**config.mk**
```make
export PLATFORM = sky130hd
export DESIGN_NAME = qrm_finish
export DESIGN_NICKNAME = d
export VERILOG_FILES = /design/src/rtl/qrm_pkg.sv /design/src/rtl/qrm_finish.sv
export SDC_FILE = /design/constraint.sdc
export NUM_CORES = 1
export LEC_CHECK = 0
export ABC_AREA = 0
export BUFFER_PORTS_ARGS = -buffer_cell sky130_fd_sc_hd__buf_2
export CAP_MARGIN = 20
export CORE_ASPECT_RATIO = 0.5
export CORE_MARGIN = 3
export CORE_UTILIZATION = 42
export CTS_CLUSTER_SIZE = 12
export DETAILED_ROUTE_END_ITERATION = 7
export GPL_TIMING_DRIVEN = 0
export PLACE_DENSITY_LB_ADDON = 0.15
export SYNTH_ARGS = -nofsm -noshare
export SYNTH_HDL_FRONTEND = slang
export SYNTH_SLANG_ARGS = --single-unit
```
**constraint.sdc**
```tcl
create_clock -name clk -period 1.1 [get_ports clk]
set_input_delay 0.055 -clock clk [delete_from_list [all_inputs] [get_ports clk]]
set_output_delay 0.055 -clock clk [all_outputs]
set_load 0.05 [all_outputs]
```
**src/rtl/qrm_pkg.sv**
```systemverilog
// ----------------------------------------------------------------------------
// qrm_pkg: shared types for the quaternion to rotation matrix block
// Input quaternion and output matrix transaction types, element limits.
// ----------------------------------------------------------------------------
package qrm_pkg;

  localparam int ELEM_W   = 16;
  localparam int PROD_W   = 2 * ELEM_W;
  localparam int SUM_W    = PROD_W + 1;
  localparam int ELEM_MAX = 32767;
  localparam int ELEM_MIN = -32768;

  typedef struct packed {
    logic signed [ELEM_W-1:0] quat_x;
    logic signed [ELEM_W-1:0] quat_y;
    logic signed [ELEM_W-1:0] quat_z;
    logic signed [ELEM_W-1:0] quat_w;
  } quat_t;

  typedef struct packed {
    logic signed [ELEM_W-1:0] rot_r0c0;
    logic signed [ELEM_W-1:0] rot_r0c1;
    logic signed [ELEM_W-1:0] rot_r0c2;
    logic signed [ELEM_W-1:0] rot_r1c0;
    logic signed [ELEM_W-1:0] rot_r1c1;
    logic signed [ELEM_W-1:0] rot_r1c2;
    logic signed [ELEM_W-1:0] rot_r2c0;
    logic signed [ELEM_W-1:0] rot_r2c1;
    logic signed [ELEM_W-1:0] rot_r2c2;
    logic                     saturated;
  } rot_t;

endpackage

```
**src/rtl/qrm_finish.sv**
```systemverilog
// ----------------------------------------------------------------------------
// qrm_finish: matrix element rounding and saturation
// Scales a product sum by two, subtracts it from one on the diagonal, rounds
// to nearest (ties up) at FRAC_BITS and clips to 16 bits. Two register stages.
// ----------------------------------------------------------------------------
module qrm_finish
  import qrm_pkg::*;
#(
  parameter int FRAC_BITS = 14,
  parameter bit DIAG      = 1'b0
) (
  input  logic                     clk,
  input  logic signed [SUM_W-1:0]  sum_in,
  output logic signed [ELEM_W-1:0] elem,
  output logic                     sat
);

  localparam int EW = (2 * FRAC_BITS + 3 > SUM_W + 3) ? 2 * FRAC_BITS + 3 : SUM_W + 3;
  localparam int RW = EW - FRAC_BITS;

  localparam logic signed [EW-1:0] ONE   = {{(EW-1){1'b0}}, 1'b1} << (2 * FRAC_BITS);
  localparam logic signed [EW-1:0] ROUND = {{(EW-1){1'b0}}, 1'b1} << (FRAC_BITS - 1);
  localparam logic signed [RW-1:0] HI    = RW'(ELEM_MAX);
  localparam logic signed [RW-1:0] LO    = RW'(ELEM_MIN);

  logic signed [EW-1:0] twice;
  logic signed [EW-1:0] exact;
  logic signed [EW-1:0] rounded;
  logic signed [RW-1:0] r;
  logic signed [RW-1:0] r_next;

  always_comb begin
    twice   = {{(EW-SUM_W){sum_in[SUM_W-1]}}, sum_in} <<< 1;
    exact   = DIAG ? (ONE - twice) : twice;
    rounded = exact + ROUND;
    // floor at FRAC_BITS: keep the upper bits, sign included
    r_next  = rounded[EW-1:FRAC_BITS];
  end

  always_ff @(posedge clk) begin
    r <= r_next;
    if (r > HI) begin
      elem <= ELEM_W'(ELEM_MAX);
      sat  <= 1'b1;
    end else if (r < LO) begin
      elem <= ELEM_W'(ELEM_MIN);
      sat  <= 1'b1;
    end else begin
      elem <= r[ELEM_W-1:0];
      sat  <= 1'b0;
    end
  end

endmodule

```
==> results.py, run 1 <==
metrics = {
    "outcome": {
        "status": "finished, final reports clean",
    },
    "yosys": {
        "syn_inst": 116,
        "synth_area_mm2": 0.00132,
        "synth_top_area_share_pct": 57.8,
        "yosys.area.top_type": "dfxtp_1",
        "yosys-top-cells-area": "dfxtp_1 58%, xnor2_1 9.3%, a21o_1 8.6%",
        "ys.warnings.count": 0,
        "synth.yosys.seq_area_share_pct": 57.8,
        "ys_ff_latch": 38,
        "avgSynthCellArea_um2": 11.3,
        "synth_nets": 151,
        "yosysUniqueCellTypes": 24,
    },
    "power": {
        "leakage_nw": 0.824,
        "seqPwrFrac_pct": 52.3,
        "combPwrFrac_pct": 15.6,
        "clockPowerShare_pct": 32.1,
        "p_sw_mw": 0.757,
        "power_density_mw_per_mm2": 1620,
        "sw_frac_of_total_pct": 26.4,
        "intPower_mw": 2.11,
        "ir_drop_uv": 810,
    },
    "floorplanning": {
        "die_h_um": 45.6,
        "io_pins": 51,
        "start_util_pct": 47.3,
        "dieArea_mm2": 0.00388,
        "core-area_mm2": 0.00278,
        "rows": 13,
        "die_x_um": 85.1,
    },
    "critical_path": {
        "crit_arrival_ns": 1.23,
        "start_kind": "flip-flop",
        "cp.buffers_inverters": 1,
        "path_cells": "nor3_2 -> a21oi_2 -> clkbuf_4 -> a21o_1",
        "cp_slowest_stage_delay_ns": 0.32,
        "critical_path_class": "reg2reg",
        "crit_required_ns": 1.27,
        "critPathTopFamily": "flip-flops",
        "cp_slowest_cell": "dfxtp_1",
        "cp_max_fo": 10,
        "end_kind": "flip-flop",
    },
    "layout": {
        "final_area_mm2": 0.00177,
        "nNetsFinal": 208,
        "diodes": 0,
        "drive_gt1_share_pct": 33.7,
        "most-common-layout-cells": "38 x dfxtp_1, 38 x buf_2, 15 x a21o_1",
        "syn_to_final_growth_pct": 34.9,
    },
    "routing": {
        "drt-initial-drc-count": 29,
        "ant_nets": 0,
        "dr.pass1.iters": 4,
        "routedWlPerCell_um": 11.9,
        "dr_total_vias": 985,
        "routed_wl_um": 2480,
        "drc": 0,
        "viasPerCell": 4.71,
    },
    "clock_tree": {
        "cts_tree": "done",
        "cts_buffers": 5,
        "clkLatencyLatePin_ns": 0.28,
        "clk_path_buf_depth": 2,
        "clock_sinks": 38,
        "path_clk_slew_ns": 0.07,
        "cts-htree-levels": 2,
        "cts_root_buf": "clkbuf_8",
    },
    "timing": {
        "skew_ns": 0.00495,
        "period_minus_slack_ns": 1.05,
        "maxSlewHeadroom_pct": 83.5,
        "drv_slew": 0,
        "hold_ws_ns": 0.0114,
        "fmax_mhz": 949,
        "worst_slew_pin_slew_ns": 0.247,
        "hold_violations": 0,
        "tns_ns": 0,
        "finalCritPeriodShare_pct": 95.8,
        "finalSetupViolCount": 0,
    },
    "place": {
        "io_buffers": 38,
        "placed_area_mm2": 0.00155,
        "place_congestion": 0.693,
        "hpwl_um": 1730,
    },
    "global_routing": {
        "grt-ovfl-total": 0,
        "antenna_found_initial": 0,
        "track_usage_pct": 14.6,
        "first_global_vias": 970,
        "grt_max_degree": 11,
        "grt_pass1_wl_um": 4110,
    },
    "flow_run": {
        "max_cap_violations": 0,
    },
    "min_path": {
        "hold_class": "in2reg",
    },
}
==> state kept, by name (all words and copies together) (netlist names) <==
name / cells
sat: 1
elem: 16
r: 21
==> area by class of cell <==
| class | instances | area, µm² |
|---|---|---|
| Fill cell | 241 | 1010 |
| Sequential cell | 38 | 761 |
| Multi-Input combinational cell | 72 | 549 |
| Timing Repair Buffer | 50 | 305 |
| Clock buffer | 6 | 82.6 |
| Tap cell | 37 | 46.3 |
| Buffer | 3 | 18.8 |
| Inverter | 3 | 11.3 |
==> cells in the mapped netlist <==
master	number
nor3_4	2
dfxtp_1	38
xnor2_1	14
o21ai_1	1
a41oi_1	1
a21oi_1	1
nor2_2	1
nor3_1	1
buf_2	2
and4_1	1
nand4_2	1
and3_2	1
nand2b_1	1
nand2_1	7
nand3_1	7
nand4_4	1
inv_1	3
ha_1	1
xor2_1	5
a21o_1	15
nand3_2	1
nand4_1	4
clkbuf_1	1
nor2_1	6
==> metal layers <==
metal  share of wire (%)  wire length (µm)  track usage, %  vias up
li1                    -                 -               -      506
met1                  48              1200            17.5      447
met2                  42              1050            22.8       27
met3                 7.6               189            6.14        5
met4                 1.6                40            7.57        0
met5                   0                 0               0        -
==> timing repair <==
action | in CTS | in global routing
pin swaps | 2 | 0
gates cloned | 0 | 0
buffers inserted | 2 | 0
hold buffers | 10 | 0
setup endpoints to repair | 10 | 10
endpoints found under the hold margin | 10 | 0
gates resized for setup | 4 | 2
==> power by group through the flow <==
stage / clock (mW) / combinational [mW] / sequential (mW)
2_1_floorplan: 0 / 0.105 / 1.69
4_1_cts: 0.933 / 0.447 / 1.50
6_report: 0.920 / 0.447 / 1.50
3_5_place_dp: 0 / 0.406 / 1.53
3_3_place_gp: 0 / 0.404 / 1.53
5_1_grt: 0.993 / 0.479 / 1.51
==> cell families (layout without fill, tap and decap cells) <==
kind of cell    count (synthesis)  in the layout  share of synthesized area, %
xor+xnor                       19             19                          12.7
fa+ha+maj                       1              1                         0.951
flops                          38             38                          57.8
compound gates                 18             18                          9.99
simple gates                   34             34                          16.7
buf+inv                         6             62                          1.90
==> through the flow <==
stage	util [%]	power (mW)	setup WS, ns	std cells
after floorplan	-	1.80	0.0172	116
after global placement	55.8	1.93	-0.213	191
after detailed placement	55.8	1.93	-0.230	191
after CTS	63.5	2.88	0.0144	209
after global routing	63.8	2.98	-0.00549	209
final	63.8	2.87	0.0463	209
==> path summary, 6_finish.rpt <==
kind / end / depth (start not counted) / from / slack (ns)
worst max-delay path: elem[9]$_SDFF_PN1_ / 4 / r[19]$_DFF_P_ / 0.05
worst min-delay path: r[3]$_DFF_P_ / 2 / sum_in[16] / 0.01
worst max register to register: elem[9]$_SDFF_PN1_ / 4 / r[19]$_DFF_P_ / 0.05
worst min register to register: elem[3]$_SDFF_PN1_ / 1 / r[3]$_DFF_P_ / 0.43
Power figures use the tool's default switching activity.
==> run 2: changes to the inputs <==
--- a/config.mk
+++ b/config.mk
@@ -15,6 +15,7 @@
 export DETAILED_ROUTE_END_ITERATION = 7
 export GPL_TIMING_DRIVEN = 0
 export PLACE_DENSITY_LB_ADDON = 0.15
+export RECOVER_POWER = 25
 export SYNTH_ARGS = -nofsm -noshare
 export SYNTH_HDL_FRONTEND = slang
 export SYNTH_SLANG_ARGS = --single-unit
==> results.py, run 2 (synthesis results as in run 1) <==
metrics = {
    "floorplanning": {
        "io_pins": 51,
        "dieArea_mm2": 0.00388,
        "rows": 13,
        "core-area_mm2": 0.00278,
        "die_h_um": 45.6,
        "die_x_um": 85.1,
        "start_util_pct": 47.3,
    },
    "power": {
        "ir_drop_uv": 811,
        "combPwrFrac_pct": 15.5,
        "intPower_mw": 2.11,
        "fin_total_pwr_mw": 2.86,
        "power_density_mw_per_mm2": 1620,
        "p_sw_mw": 0.754,
        "sw_frac_of_total_pct": 26.4,
        "leakage_nw": 0.811,
        "seqPwrFrac_pct": 52.4,
        "clockPowerShare_pct": 32.1,
    },
    "layout": {
        "syn_to_final_growth_pct": 34.0,
        "top_register": "r",
        "final_area_mm2": 0.00176,
        "num-fill-cells": 245,
        "fin_cells": 209,
        "largest_reg_flops": 21,
        "drive_gt1_share_pct": 30.8,
        "most-common-layout-cells": "38 x dfxtp_1, 34 x buf_2, 15 x a21o_1",
        "reg.largest.list": "r x21, elem x16, sat x1",
        "diodes": 0,
        "final_common_cell": "dfxtp_1",
        "nNetsFinal": 208,
    },
    "routing": {
        "dr.pass1.iters": 4,
        "ant_nets": 0,
        "routed_wl_um": 2470,
        "dr_total_vias": 985,
        "drc": 0,
        "viasPerCell": 4.71,
        "routedWlPerCell_um": 11.8,
        "drt-initial-drc-count": 29,
    },
    "critical_path": {
        "end_kind": "flip-flop",
        "ff2ff_path_depth": 4,
        "cp_slowest_stage_delay_ns": 0.32,
        "start_kind": "flip-flop",
        "cp_slowest_cell": "dfxtp_1",
        "crit_arrival_ns": 1.23,
        "worst-path-stages": 4,
        "critPathTopFamily": "flip-flops",
        "critical_path_class": "reg2reg",
        "crit_required_ns": 1.27,
        "path_cells": "nor3_2 -> a21oi_2 -> clkbuf_4 -> a21o_1",
        "cp.buffers_inverters": 1,
        "cp_max_fo": 10,
        "rrSetupSlack_ns": 0.05,
    },
    "clock_tree": {
        "path_clk_slew_ns": 0.07,
        "cts-htree-levels": 2,
        "cts_tree": "done",
        "clk_path_buf_depth": 2,
        "clkLatencyLatePin_ns": 0.28,
        "clock_sinks": 38,
        "cts_buffers": 5,
        "cts_root_buf": "clkbuf_8",
    },
    "min_path": {
        "hold_class": "in2reg",
        "hold_depth": 2,
    },
    "place": {
        "place_congestion": 0.693,
        "io_buffers": 38,
        "dpl.cell_count": 191,
        "hpwl_um": 1730,
        "placed_area_mm2": 0.00155,
    },
    "global_routing": {
        "first_global_vias": 970,
        "grt_max_degree": 11,
        "grt-ovfl-total": 0,
        "grt_pass1_wl_um": 4110,
        "antenna_found_initial": 0,
        "track_usage_pct": 14.6,
    },
    "timing": {
        "maxSlewHeadroom_pct": 79.9,
        "tns_ns": 0,
        "hold_violations": 0,
        "drv_slew": 0,
        "finalSetupViolCount": 0,
        "fmax_mhz": 950,
        "period_minus_slack_ns": 1.05,
        "skew_ns": 0.00485,
        "finalCritPeriodShare_pct": 95.7,
        "worst_slew_pin_slew_ns": 0.301,
    },
    "outcome": {
        "status": "finished, final reports clean",
    },
    "flow_run": {
        "max_cap_violations": 0,
    },
}
[run 2: changes by cell type in the layout (fill, tap and decap cells not counted), sizes merged]
cell    previous run  this run
clkbuf             8        12
buf               41        37
[run 2: final timing paths]
check	start	to
max	r[19]$_DFF_P_	elem[9]$_SDFF_PN1_
min	sum_in[15]	r[2]$_DFF_P_
max reg2reg	r[19]$_DFF_P_	elem[9]$_SDFF_PN1_
min reg2reg	r[3]$_DFF_P_	elem[3]$_SDFF_PN1_
[run 2: power groups by stage]
stage / Sequential, mW / Combinational (mW) / Clock, mW
after floorplan: 1.69 / 0.105 / 0
after global placement: 1.53 / 0.404 / 0
after detailed placement: 1.53 / 0.406 / 0
after CTS: 1.50 / 0.447 / 0.933
after global routing: 1.51 / 0.475 / 0.993
final: 1.50 / 0.443 / 0.919
[run 2: metal layers]
layer | wire, µm | global-route usage [%]
met1 | 1180 | 17.5
met2 | 1070 | 22.8
met3 | 188 | 6.14
met4 | 40 | 7.57
met5 | 0 | 0
[run 2: through the flow]
step                setup slack (ns)  utilization [%]  hold WS, ns
finish                        0.0472             63.3      0.00387
global route                -0.00549             63.3      0.00188
CTS                           0.0144             63.5      0.00341
detailed placement            -0.230             55.8        0.271
global placement              -0.213             55.8        0.267
floorplan                     0.0172                -        0.152
[run 2: layout make-up]
| class | instances | area (µm²) | area share [%] |
|---|---|---|---|
| Clock buffer | 6 | 82.6 | 4.69 |
| Multi-Input combinational cell | 72 | 541 | 30.7 |
| Timing Repair Buffer | 50 | 302 | 17.1 |
| Tap cell | 37 | 46.3 | 2.63 |
| Buffer | 3 | 18.8 | 1.07 |
| Inverter | 3 | 11.3 | 0.639 |
| Sequential cell | 38 | 761 | 43.2 |
[run 2: timing repair]
item,in CTS,in global routing
hold buffers,10,0
setup endpoints to repair,10,10
pin swaps,2,0
hold endpoints to repair,10,0
buffers inserted,2,0
gates resized for setup,4,2
==> run 3: changes to the inputs <==
--- a/config.mk
+++ b/config.mk
@@ -8,7 +8,7 @@
 export ABC_AREA = 0
 export BUFFER_PORTS_ARGS = -buffer_cell sky130_fd_sc_hd__buf_2
 export CAP_MARGIN = 20
-export CORE_ASPECT_RATIO = 0.5
+export CORE_ASPECT_RATIO = 0.75
 export CORE_MARGIN = 3
 export CORE_UTILIZATION = 42
 export CTS_CLUSTER_SIZE = 12
==> results.py, run 3 (synthesis results as in run 1) <==
metrics = {
    "floorplanning": {
        "core-area_mm2": 0.00278,
        "start_util_pct": 47.3,
        "die_x_um": 70.6,
        "die_h_um": 54.5,
        "rows": 16,
        "dieArea_mm2": 0.00385,
        "io_pins": 51,
    },
    "timing": {
        "hold_violations": 0,
        "rsz0062_at_grt": "true",
        "skew_ns": 0.00389,
        "period_minus_slack_ns": 1.05,
        "maxSlewHeadroom_pct": 62.7,
        "timing.final.ws_setup_ns": 0.0519,
        "finalSetupViolCount": 0,
        "worst_slew_pin_slew_ns": 0.555,
        "fmax_mhz": 954,
        "drv_slew": 0,
        "finalCritPeriodShare_pct": 95.3,
    },
    "power": {
        "sw_frac_of_total_pct": 26.5,
        "leakage_nw": 0.812,
        "intPower_mw": 2.13,
        "seqPwrFrac_pct": 51.7,
        "p_sw_mw": 0.768,
        "combPwrFrac_pct": 15.4,
        "clockPowerShare_pct": 32.9,
        "ir_drop_uv": 895,
        "power_density_mw_per_mm2": 1630,
        "fin_total_pwr_mw": 2.90,
    },
    "min_path": {
        "min_from": "sum_in[14]",
        "hold_class": "in2reg",
    },
    "routing": {
        "drc": 0,
        "routedWlPerCell_um": 11.7,
        "ant_nets": 0,
        "dr_total_vias": 972,
        "viasPerCell": 4.63,
        "dr.pass1.iters": 4,
        "drt-initial-drc-count": 40,
        "routed_wl_um": 2460,
    },
    "critical_path": {
        "start_kind": "flip-flop",
        "startpoint": "r[19]$_DFF_P_",
        "critical_path_class": "reg2reg",
        "crit_required_ns": 1.28,
        "path_cells": "nor3_2 -> a21oi_4 -> buf_4 -> a21o_1",
        "end_kind": "flip-flop",
        "rrSetupSlack_ns": 0.05,
        "crit_arrival_ns": 1.23,
        "cp_max_fo": 6,
        "cp_slowest_cell": "dfxtp_2",
        "cp_slowest_stage_delay_ns": 0.33,
        "r2r-start": "r[19]$_DFF_P_",
        "critPathTopFamily": "flip-flops",
        "cp.buffers_inverters": 1,
    },
    "clock_tree": {
        "cts-htree-levels": 2,
        "clk_path_buf_depth": 2,
        "cts_buffers": 5,
        "clock_sinks": 38,
        "cts_root_buf": "clkbuf_8",
        "clkLatencyLatePin_ns": 0.28,
        "cts_tree": "done",
        "path_clk_slew_ns": 0.07,
    },
    "layout": {
        "syn_to_final_growth_pct": 35.5,
        "fin_cells": 210,
        "most-common-layout-cells": "37 x dfxtp_1, 36 x buf_2, 15 x a21o_1",
        "multi_input_area_um2": 543,
        "largest_reg_flops": 21,
        "reg.largest.list": "r x21, elem x16, sat x1",
        "final_common_cell": "dfxtp_1",
        "nNetsFinal": 208,
        "num-fill-cells": 233,
        "diodes": 0,
        "finish.utilization_pct": 64.0,
        "top_register": "r",
        "drive_gt1_share_pct": 32.8,
        "final_area_mm2": 0.00178,
        "seqCellArea_um2": 762,
    },
    "place": {
        "hpwl_um": 1810,
        "place_congestion": 0.721,
        "dpl.cell_count": 190,
        "dp_slack_ns": -0.245,
        "io_buffers": 38,
        "placed_area_mm2": 0.00155,
    },
    "global_routing": {
        "grt-ovfl-total": 0,
        "first_global_vias": 988,
        "antenna_found_initial": 0,
        "track_usage_pct": 14.6,
        "grt_max_degree": 13,
        "grt_pass1_wl_um": 4110,
    },
    "flow_run": {
        "max_cap_violations": 0,
    },
    "outcome": {
        "status": "finished, final reports clean",
    },
}
==> run 3: power groups by stage <==
stage | logic [mW] | clock network, mW | registers, mW
after CTS | 0.453 | 0.979 | 1.50
after floorplan | 0.105 | 0 | 1.69
final | 0.447 | 0.953 | 1.50
after global routing | 0.480 | 1.05 | 1.51
after detailed placement | 0.409 | 0 | 1.53
after global placement | 0.403 | 0 | 1.52
==> run 3: path summary, 6_finish.rpt <==
path / to / cells past startpoint
worst min register to register: elem[6]$_SDFF_PN1_ / 1
worst max-delay path: elem[3]$_SDFF_PN1_ / 4
worst min-delay path: r[1]$_DFF_P_ / 2
worst max register to register: elem[3]$_SDFF_PN1_ / 4
==> run 3: metal layers <==
metal	track usage [%]	up-vias	routed length, µm
li1	-	506	-
met1	15.1	435	1080
met2	25.6	27	1200
met3	7.89	4	161
met4	5.63	0	13
met5	0	-	0
==> run 3: final cells by class <==
class	instances	share of cell area, %
multi-input cells	72	30.5
clock buffers	6	4.63
repair buffers	50	17.0
plain buffers	3	1.26
well taps	36	2.53
clock inverters	2	0.702
flip-flops and latches	38	42.8
inverters	3	0.632
==> run 3: what timing repair did <==
| item | CTS | global route |
|---|---|---|
| gates cloned | 0 | 0 |
| hold buffers | 10 | 0 |
| resized for setup | 7 | 2 |
| setup buffers | 2 | 0 |
| pin swaps | 3 | 1 |
| endpoints found under the setup margin | 10 | 10 |
| hold endpoints to repair | 10 | 0 |
==> run 3: metrics by stage <==
stage | setup TNS (ns) | hold WS [ns]
floorplan | 0 | 0.152
finish | 0 | 0.0110
global route | -0.00511 | 0.00376
CTS | 0 | 0.00125
detailed placement | -3.19 | 0.274
global placement | -2.77 | 0.262
